### config.mk
export PLATFORM = sky130hd
export DESIGN_NAME = otsu_ctrl
export DESIGN_NICKNAME = d
export VERILOG_FILES = /design/src/hdl/otsu_pkg.sv /design/src/hdl/otsu_ctrl.sv
export SDC_FILE = /design/constraint.sdc
export NUM_CORES = 1
export LEC_CHECK = 0
export BUFFER_PORTS_ARGS = -buffer_cell sky130_fd_sc_hd__buf_4
export CAP_MARGIN = 20
export CELL_PAD_IN_SITES_DETAIL_PLACEMENT = 2
export CELL_PAD_IN_SITES_GLOBAL_PLACEMENT = 2
export CORE_UTILIZATION = 25
export CTS_BUF_LIST = sky130_fd_sc_hd__clkbuf_4
export DETAILED_ROUTE_END_ITERATION = 10
export HOLD_SLACK_MARGIN = 0.06
export PLACE_DENSITY_LB_ADDON = 0.1
export SLEW_MARGIN = 30
export SYNTH_ARGS = -nofsm -noshare
export SYNTH_HDL_FRONTEND = slang
export SYNTH_SLANG_ARGS = --single-unit
### constraint.sdc
create_clock -name clk_i -period 2 [get_ports clk_i]
set_clock_uncertainty 0.2 [all_clocks]
set_input_delay 0.4 -clock clk_i [delete_from_list [all_inputs] [get_ports clk_i]]
set_output_delay 0.4 -clock clk_i [all_outputs]
set_load 0.02 [all_outputs]
### src/hdl/otsu_pkg.sv
// ----------------------------------------------------------------------------
// otsu_pkg
// Shared widths, constants, state and command types of the Otsu threshold
// finder.
// ----------------------------------------------------------------------------
package otsu_pkg;

  // histogram and totals
  localparam int unsigned NUM_BINS   = 256;
  localparam int unsigned BIN_W      = 8;
  localparam int unsigned CNT_W      = 23;
  localparam int unsigned SUM_W      = 31;

  // scan arithmetic
  localparam int unsigned PROD_W     = 54;
  localparam int unsigned DEN_W      = 46;
  localparam int unsigned LIMB_W     = 27;
  localparam int unsigned OPND_W     = 108;
  localparam int unsigned ACC_W      = 162;
  localparam int unsigned LIMB_IDX_W = 2;
  localparam int unsigned SHIFT_W    = 3;

  localparam logic [CNT_W-1:0] MAX_FRAME_PIXELS   = 23'd4194304;
  localparam logic [BIN_W-1:0] EMPTY_THRESHOLD    = 8'd160;
  localparam logic [BIN_W-1:0] NO_SPLIT_THRESHOLD = 8'd1;
  localparam logic [BIN_W-1:0] LAST_BIN           = 8'd255;
  localparam logic [BIN_W-1:0] LAST_SPLIT         = 8'd254;

  // operand pairs of the shared multiplier
  typedef enum logic [1:0] {
    MAC_SQ,
    MAC_LHS,
    MAC_RHS
  } mac_sel_e;

  typedef enum logic [3:0] {
    ST_CLEAR,
    ST_RUN,
    ST_DRAIN,
    ST_READ,
    ST_LOAD,
    ST_CHECK,
    ST_CSUM,
    ST_PROD,
    ST_DIFF,
    ST_SQ,
    ST_FIRST,
    ST_LHS,
    ST_RHS,
    ST_SWEEP,
    ST_PUBLISH
  } state_e;

  // controller to datapath
  typedef struct packed {
    logic     pix_take;
    logic     k_clr;
    logic     k_inc;
    logic     clr_wr;
    logic     load_bin;
    logic     scan_init;
    logic     calc_csum;
    logic     calc_prod;
    logic     calc_diff;
    logic     mac_start;
    mac_sel_e mac_sel;
    logic     take_sq;
    logic     take_lhs;
    logic     take_best;
    logic     publish;
  } cmd_t;

  // datapath to controller
  typedef struct packed {
    logic k_last;
    logic k_split_last;
    logic n_zero;
    logic n1_zero;
    logic n1_full;
    logic have;
    logic mac_done;
    logic better;
    logic out_free;
  } stat_t;

endpackage

### src/hdl/otsu_ctrl.sv
// ----------------------------------------------------------------------------
// otsu_ctrl
// Controller: clearing pass, pixel intake, per-bin scan sequence, clearing
// sweep and result publishing.
// ----------------------------------------------------------------------------
module otsu_ctrl import otsu_pkg::*; (
  input  logic  clk_i,
  input  logic  rst_ni,
  input  logic  s_valid_i,
  input  logic  s_last_i,
  output logic  s_ready_o,
  input  stat_t stat_i,
  output cmd_t  cmd_o
);

  state_e state_q, state_d;

  // state register
  always_ff @(posedge clk_i or negedge rst_ni) begin
    if (!rst_ni) begin
      state_q <= ST_CLEAR;
    end else begin
      state_q <= state_d;
    end
  end

  // next state and commands
  always_comb begin
    state_d   = state_q;
    cmd_o     = '0;
    s_ready_o = 1'b0;
    unique case (state_q)
      ST_CLEAR: begin
        cmd_o.clr_wr = 1'b1;
        if (stat_i.k_last) begin
          cmd_o.k_clr = 1'b1;
          state_d     = ST_RUN;
        end else begin
          cmd_o.k_inc = 1'b1;
        end
      end
      ST_RUN: begin
        s_ready_o = 1'b1;
        if (s_valid_i) begin
          cmd_o.pix_take = 1'b1;
          if (s_last_i) begin
            state_d = ST_DRAIN;
          end
        end
      end
      ST_DRAIN: begin
        cmd_o.scan_init = 1'b1;
        cmd_o.k_clr     = 1'b1;
        state_d         = stat_i.n_zero ? ST_PUBLISH : ST_READ;
      end
      ST_READ: begin
        state_d = ST_LOAD;
      end
      ST_LOAD: begin
        cmd_o.load_bin = 1'b1;
        cmd_o.clr_wr   = 1'b1;
        state_d        = ST_CHECK;
      end
      ST_CHECK: begin
        cmd_o.k_inc = stat_i.n1_zero | stat_i.n1_full;
        priority if (stat_i.n1_zero) begin
          state_d = stat_i.k_split_last ? ST_SWEEP : ST_READ;
        end else if (stat_i.n1_full) begin
          state_d = ST_SWEEP;
        end else begin
          state_d = ST_CSUM;
        end
      end
      ST_CSUM: begin
        cmd_o.calc_csum = 1'b1;
        state_d         = ST_PROD;
      end
      ST_PROD: begin
        cmd_o.calc_prod = 1'b1;
        state_d         = ST_DIFF;
      end
      ST_DIFF: begin
        cmd_o.calc_diff = 1'b1;
        cmd_o.mac_start = 1'b1;
        cmd_o.mac_sel   = MAC_SQ;
        state_d         = ST_SQ;
      end
      ST_SQ: begin
        if (stat_i.mac_done) begin
          cmd_o.take_sq = 1'b1;
          if (stat_i.have) begin
            cmd_o.mac_start = 1'b1;
            cmd_o.mac_sel   = MAC_LHS;
            state_d         = ST_LHS;
          end else begin
            state_d = ST_FIRST;
          end
        end
      end
      ST_FIRST: begin
        cmd_o.take_best = 1'b1;
        cmd_o.k_inc     = 1'b1;
        state_d         = stat_i.k_split_last ? ST_SWEEP : ST_READ;
      end
      ST_LHS: begin
        if (stat_i.mac_done) begin
          cmd_o.take_lhs  = 1'b1;
          cmd_o.mac_start = 1'b1;
          cmd_o.mac_sel   = MAC_RHS;
          state_d         = ST_RHS;
        end
      end
      ST_RHS: begin
        if (stat_i.mac_done) begin
          cmd_o.take_best = stat_i.better;
          cmd_o.k_inc     = 1'b1;
          state_d         = stat_i.k_split_last ? ST_SWEEP : ST_READ;
        end
      end
      ST_SWEEP: begin
        cmd_o.clr_wr = 1'b1;
        if (stat_i.k_last) begin
          state_d = ST_PUBLISH;
        end else begin
          cmd_o.k_inc = 1'b1;
        end
      end
      ST_PUBLISH: begin
        if (stat_i.out_free) begin
          cmd_o.publish = 1'b1;
          state_d       = ST_RUN;
        end
      end
      default: begin
        state_d = ST_CLEAR;
      end
    endcase
  end

endmodule

==> flow_summary_export.csv, run 1 <==
group,metric,value,unit
status,status,"complete, but fails checks",
status,violations,"setup timing",
floorplan,core_area,2500,um^2
routing,viasPerCell,5.45,
routing,drtAntennaViolNets,0,
placement,dp_hpwl,2.06,mm
routing,vias,948,
clock_tree,root_buffer,"clkbuf_4",
final_layout,fillCellCount,278,
timing,timing.final.ws_setup,-0.196,ns
setup_path,startpoint_type,"flip-flop",
run,drv_cap,0,
setup_path,max_stage_delay,0.44,ns
timing,finalCriticalPeriod,2.20,ns
logic_synthesis,syn_nets,101,
setup_path,critPathRequiredTime,1.40,ns
routing,drc,0,
setup_path,path_max_fanout,6,
final_layout,final_area,1290,um^2
clock_tree,cts-buffers-inserted,3,
power_and_ir_drop,p_per_area,1910,nW/um^2
logic_synthesis,synthesis.area,669,um^2
final_layout,final_core_utilization,51.7,%
final_layout,nets,159,
setup_path,ff2ff_path_depth,6,
placement,buffer_ports.inserted,29,
logic_synthesis,yosysWarnings,0,
final_layout,n_antenna_cell,0,
setup_path,cp.arrival,1.60,ns
global_route,grt_pass1_wl,4.91,mm
placement,place_area,980,um^2
logic_synthesis,ys_seq_area_share,15.0,%
final_layout,top_regs,"state_q x4",
power_and_ir_drop,sw_frac_of_total,49.4,%
floorplan,die_h,53.7,um
clock_tree,htree_levels,1,
logic_synthesis,yosysTopAreaCellShare,15.0,%
routing,routed_wl,4.16,mm
placement,place_congestion,0.793,
floorplan,dieArea,2890,um^2
logic_synthesis,syn_inst,88,
timing,hold_viol,0,
timing,relSlewSlack,80.9,%
power_and_ir_drop,clockPowerShare,4.8,%
routing,post_drt_wl_per_cell,23.9,um
global_route,grt_pass1_vias,969,
logic_synthesis,synth_largest_area_cell,"dfrtp_1",
power_and_ir_drop,comb_power_share,85.2,%
global_route,grt_overflow_total,0,
logic_synthesis,synth_common_cells,"nor2_1 (13), nand2_1 (6), a21oi_1 (5)",
power_and_ir_drop,p_seq_share,10.0,%
placement,dp.cells,150,
clock_tree,cts_tree,"yes",
logic_synthesis,synth.avg_cell_area,7.61,um^2
timing,fin_crit_sh,110,%
final_layout,largest_reg_flops,4,
min_path,hp-class,"in2async",
final_layout,area_growth_syn_to_layout,93.1,%
timing,rsz0062_at_grt,"true",
routing,dr.pass1.iters,4,
timing,max_slew.worst_pin.slew,0.286,ns
floorplan,core.rowCount,18,
routing,drt_iter0_drc,14,
floorplan,die_w,53.7,um
setup_path,crit_type,"reg2out",
power_and_ir_drop,p_sw,1.22,mW
clock_tree,clk_pin_slew,0.04,ns
logic_synthesis,synthFlopType,"dfrtp_1",
floorplan,ios,30,
logic_synthesis,synthArstFlopShare,100,%
logic_synthesis,yosys-top-cells-area,"dfrtp_1 (15%), nor2_1 (7.3%), mux2i_1 (4.5%), buf_4 (4.5%), mux2_4 (4.5%)",
final_layout,regMostFlops,"state_q",
timing,slew_violations,0,
clock_tree,clk_latency,0.26,ns
final_layout,stdcell_count,174,
global_route,grt_max_degree,10,
logic_synthesis,netlist-cell-type-count,38,
clock_tree,cts_sinks,4,
power_and_ir_drop,p_int,1.25,mW
final_layout,layout-drive-gt1-share,65.3,%
power_and_ir_drop,leakage,0.598,nW
floorplan,start_util,26.8,%
setup_path,crit_slowest_cell,"dfrtp_2",
logic_synthesis,synth_seq_cells,4,
setup_path,cp-end-kind,"output pin",
logic_synthesis,synth_edf_count,0,
clock_tree,clockBufferDepth,2,
power_and_ir_drop,power,2.46,mW
global_route,antenna_found_initial,0,
power_and_ir_drop,worst_ir_drop_vdd,925,uV
timing,clock.fmax,0.455,GHz
timing,finalSetupViolCount,14,
logic_synthesis,yosysMostFrequentCell,"nor2_1",
setup_path,crit_chain,"buf_4 -> nand2b_1 -> o32a_1 -> nand3_2 -> buf_6",
global_route,grtUsageTotal,25.0,%
-- cells in the final DEF, fill, tap and decap left out, types with 3 or more instances in the layout --
cell / netlist / final
nor2_2: 1 / 3
clkbuf_4: 0 / 3
mux2i_1: 3 / 3
nand2_1: 6 / 6
a21oi_1: 5 / 4
dfrtp_2: 0 / 4
buf_6: 1 / 10
buf_4: 4 / 50
o21ai_0: 4 / 3
nor2_1: 13 / 10
-- critical path: cells and delay by family, from the launching register on --
family          cells  cell delay (ns)
buf+inv             2             0.31
compound gates      1             0.28
simple gates        2             0.30
flops               1             0.44
-- worst paths after layout --
kind / end / startpoint / slack [ns]
setup / recovery: cmd_o[13] / state_q[2] / -0.20
hold / removal: state_q[2] / rst_ni / 0.28
setup reg to reg: state_q[0] / state_q[3] / -0.05
hold reg to reg: state_q[1] / state_q[1] / 0.59
max in group asynchronous: state_q[0] / rst_ni / 1.20
min in group clk_i: state_q[2] / stat_i[2] / 0.43
-- power by group through the flow --
stage / Clock, mW / Sequential, mW / Combinational [mW]
after floorplan: 0 / 0.162 / 1.00
after global placement: 0 / 0.215 / 1.41
after detailed placement: 0 / 0.223 / 1.43
after CTS: 0.105 / 0.221 / 1.80
after global routing: 0.123 / 0.250 / 2.21
final: 0.117 / 0.246 / 2.10
-- cells by family after synthesis --
group / count (synthesis) / share of synthesized area (%)
muxes: 5 / 8.97
AOI/OAI and AO/OA: 24 / 27.7
and+or+nand+nor: 42 / 36.3
DFF: 4 / 15.0
buffers and inverters: 12 / 10.8
xor gates and xnor gates: 1 / 1.31
-- cell type report --
| class | count | area [um^2] | share of cell area, % |
|---|---|---|---|
| Clock buffer | 3 | 22.5 | 1.74 |
| Inverter | 3 | 11.3 | 0.871 |
| Multi-Input combinational cell | 72 | 598 | 46.3 |
| Sequential cell | 4 | 105 | 8.13 |
| Tap cell | 30 | 37.5 | 2.90 |
| Timing Repair Buffer | 62 | 518 | 40.1 |
-- metrics by stage --
stage / setup TNS [ns] / hold WS [ns] / setup slack [ns]
6_report: -0.941 / 0.276 / -0.196
5_1_grt: -1.74 / 0.273 / -0.233
4_1_cts: -0.0897 / 0.286 / -0.0306
3_5_place_dp: 0 / 0.00255 / 0.0607
3_3_place_gp: 0 / 0.0000546 / 0.0922
2_1_floorplan: 0 / -0.0956 / 0.0131
-- repair_timing --
| item | CTS | global route |
|---|---|---|
| setup buffers | 15 | 5 |
| resized for setup | 22 | 14 |
| hold buffers | 1 | 0 |
| hold endpoints to repair | 4 | 0 |
| pin swaps | 9 | 7 |
| setup endpoints to repair | 11 | 16 |
-- metal layers --
layer / routed length (um) / part of all wire, % / vias up / GRT usage (%)
met5: 0 / 0 / - / 0
met4: 107 / 2.6 / 0 / 8.77
met3: 141 / 3.4 / 14 / 6.21
met2: 2170 / 52 / 27 / 46.7
met1: 1740 / 42 / 478 / 26.8
li1: - / - / 429 / -
Note: power is estimated with default switching activity, not from simulation.
==> run 2: changes to the inputs <==
--- a/config.mk
+++ b/config.mk
@@ -14,6 +14,7 @@
 export DETAILED_ROUTE_END_ITERATION = 10
 export HOLD_SLACK_MARGIN = 0.06
 export PLACE_DENSITY_LB_ADDON = 0.1
+export SETUP_SLACK_MARGIN = 0.2
 export SLEW_MARGIN = 30
 export SYNTH_ARGS = -nofsm -noshare
 export SYNTH_HDL_FRONTEND = slang
==> run 2 against run 1 <==
  * The run still ends with setup timing left
  * Routed wire length fell by 2.0%
  * Hold slack better by 0.013 ns
  * Register-to-register slack worse by 0.02 ns
  * Critical endpoint is now cmd_o[6]
  * Non-clock buffer count is 3 lower
  * Combinational power increased by 4%
  * Largest power group unchanged
  * Final area increased by 3.7%
  * Fmax is 3.2% higher
  * Sequential power barely moved
  * Highest routed layer unchanged
  * Sequential cell count unchanged
  * Global-route usage is 1.8 points lower
  * Power increased by 3.2%
==> flow_summary_export.csv, run 2 (synthesis results as in run 1) <==
group,metric,value,unit
final_layout,layout_commonest_cell,"buf_4",
setup_path,path_buf_inv,2,
min_path,hp-class,"in2async",
final_layout,regMostFlops,"state_q",
setup_path,r2r_slack,-0.07,ns
floorplan,core.rowCount,18,
setup_path,critPathMostFrequentCell,"buf_4",
run,drv_cap,0,
power_and_ir_drop,clockPowerShare,4.7,%
setup_path,path_max_fanout,7,
global_route,grt_max_degree,14,
final_layout,final_core_utilization,53.6,%
setup_path,cp_top_family,"flip-flops",
floorplan,core_area,2500,um^2
floorplan,start_util,26.8,%
power_and_ir_drop,p_sw,1.27,mW
power_and_ir_drop,p_int,1.27,mW
setup_path,cp.arrival,1.53,ns
final_layout,area_growth_syn_to_layout,100,%
clock_tree,cts-buffers-inserted,3,
final_layout,n_antenna_cell,0,
final_layout,final_area,1340,um^2
global_route,grt_overflow_total,0,
clock_tree,cts_sinks,4,
routing,drtAntennaViolNets,0,
power_and_ir_drop,leakage,0.603,nW
setup_path,critPathRequiredTime,1.40,ns
floorplan,die_h,53.7,um
floorplan,ios,30,
clock_tree,clk_pin_slew,0.05,ns
power_and_ir_drop,p_seq_share,9.6,%
final_layout,layout-drive-gt1-share,67.4,%
clock_tree,root_buffer,"clkbuf_4",
final_layout,final_cell_mix,"buf_4 (43), buf_6 (13), nor2_1 (9)",
setup_path,cp-end-kind,"output pin",
clock_tree,clk_latency,0.25,ns
final_layout,nets,156,
placement,buffer_ports.inserted,29,
final_layout,largest_reg_flops,4,
timing,max_slew.worst_pin.slew,0.308,ns
routing,routed_wl,4.08,mm
global_route,antenna_found_initial,0,
status,status,"complete, but fails checks",
routing,drc,0,
timing,timing.final.ws_setup,-0.128,ns
clock_tree,cts_tree,"yes",
timing,finalCriticalPeriod,2.13,ns
timing,finalSetupViolCount,10,
placement,dp_hpwl,2.18,mm
routing,vias,923,
timing,hold_viol,0,
timing,clock.fmax,0.470,GHz
clock_tree,htree_levels,1,
timing,rsz0062_at_grt,"true",
final_layout,fillCellCount,263,
timing,slew_violations,0,
clock_tree,clockBufferDepth,2,
setup_path,crit_chain,"nor2b_2 -> buf_4 -> nand2_1 -> a21oi_1 -> buf_4",
routing,viasPerCell,5.40,
power_and_ir_drop,sw_frac_of_total,50.0,%
global_route,grtUsageTotal,23.3,%
final_layout,top_regs,"state_q x4",
setup_path,crit_slowest_cell,"dfrtp_2",
setup_path,crit_type,"reg2out",
setup_path,startpoint_type,"flip-flop",
global_route,grt_pass1_wl,4.73,mm
power_and_ir_drop,p_per_area,1900,nW/um^2
routing,drt_iter0_drc,12,
power_and_ir_drop,power,2.54,mW
routing,dr.pass1.iters,4,
placement,place_ws,0.0451,ns
setup_path,max_stage_delay,0.45,ns
placement,place_area,1030,um^2
status,violations,"setup timing",
global_route,grt_pass1_vias,916,
floorplan,die_w,53.7,um
placement,place_congestion,0.793,
timing,fin_crit_sh,106,%
power_and_ir_drop,worst_ir_drop_vdd,939,uV
power_and_ir_drop,comb_power_share,85.8,%
routing,post_drt_wl_per_cell,23.8,um
timing,relSlewSlack,79.4,%
floorplan,dieArea,2890,um^2
-- run 2: final cells by class --
type	instances	area [um^2]	area share [%]
Timing Repair Buffer	59	514	38.4
Multi-Input combinational cell	72	649	48.5
Inverter	3	11.3	0.840
Sequential cell	4	105	7.84
Tap cell	30	37.5	2.80
Clock buffer	3	22.5	1.68
-- run 2: per-stage QoR --
step                      TNS, ns  hold WS (ns)  cells
after floorplan                 0       -0.0956     88
after global placement          0      -0.00213    153
after detailed placement        0     -0.000643    153
after CTS                 -0.0856         0.290    164
after global routing        -1.32         0.310    171
final                      -0.798         0.289    171
-- run 2: path summary, 6_finish.rpt --
kind                       cells after the start          to       start
setup reg to reg                               7  state_q[1]  state_q[3]
hold reg to reg                                2  state_q[1]  state_q[1]
max in group asynchronous                      2  state_q[2]      rst_ni
min in group clk_i                             3  state_q[2]   stat_i[2]
hold / removal                                 2  state_q[0]      rst_ni
setup / recovery                               5    cmd_o[6]  state_q[3]
-- run 2: per-layer routing --
| layer | wire, um | track usage [%] | vias to the layer above | share of wire [%] |
|---|---|---|---|---|
| li1 | - | - | 420 | - |
| met1 | 1700 | 26.1 | 468 | 42 |
| met2 | 2230 | 45.3 | 26 | 55 |
| met3 | 85 | 2.54 | 9 | 2.1 |
| met4 | 66 | 6.14 | 0 | 1.6 |
| met5 | 0 | 0 | - | 0 |
-- run 2: what timing repair did --
| item | in CTS | in global routing |
|---|---|---|
| resized for setup | 20 | 21 |
| hold endpoints to repair | 4 | 0 |
| hold buffers | 1 | 0 |
| setup endpoints to repair | 20 | 21 |
| setup buffers | 7 | 7 |
| pin swaps | 7 | 9 |
-- run 2: power by group through the flow --
| stage | combinational (mW) | clock [mW] | sequential [mW] |
|---|---|---|---|
| final | 2.18 | 0.118 | 0.244 |
| after global routing | 2.28 | 0.120 | 0.248 |
| after CTS | 1.77 | 0.0998 | 0.218 |
| after detailed placement | 1.53 | 0 | 0.217 |
| after global placement | 1.47 | 0 | 0.216 |
| after floorplan | 1.10 | 0 | 0.164 |
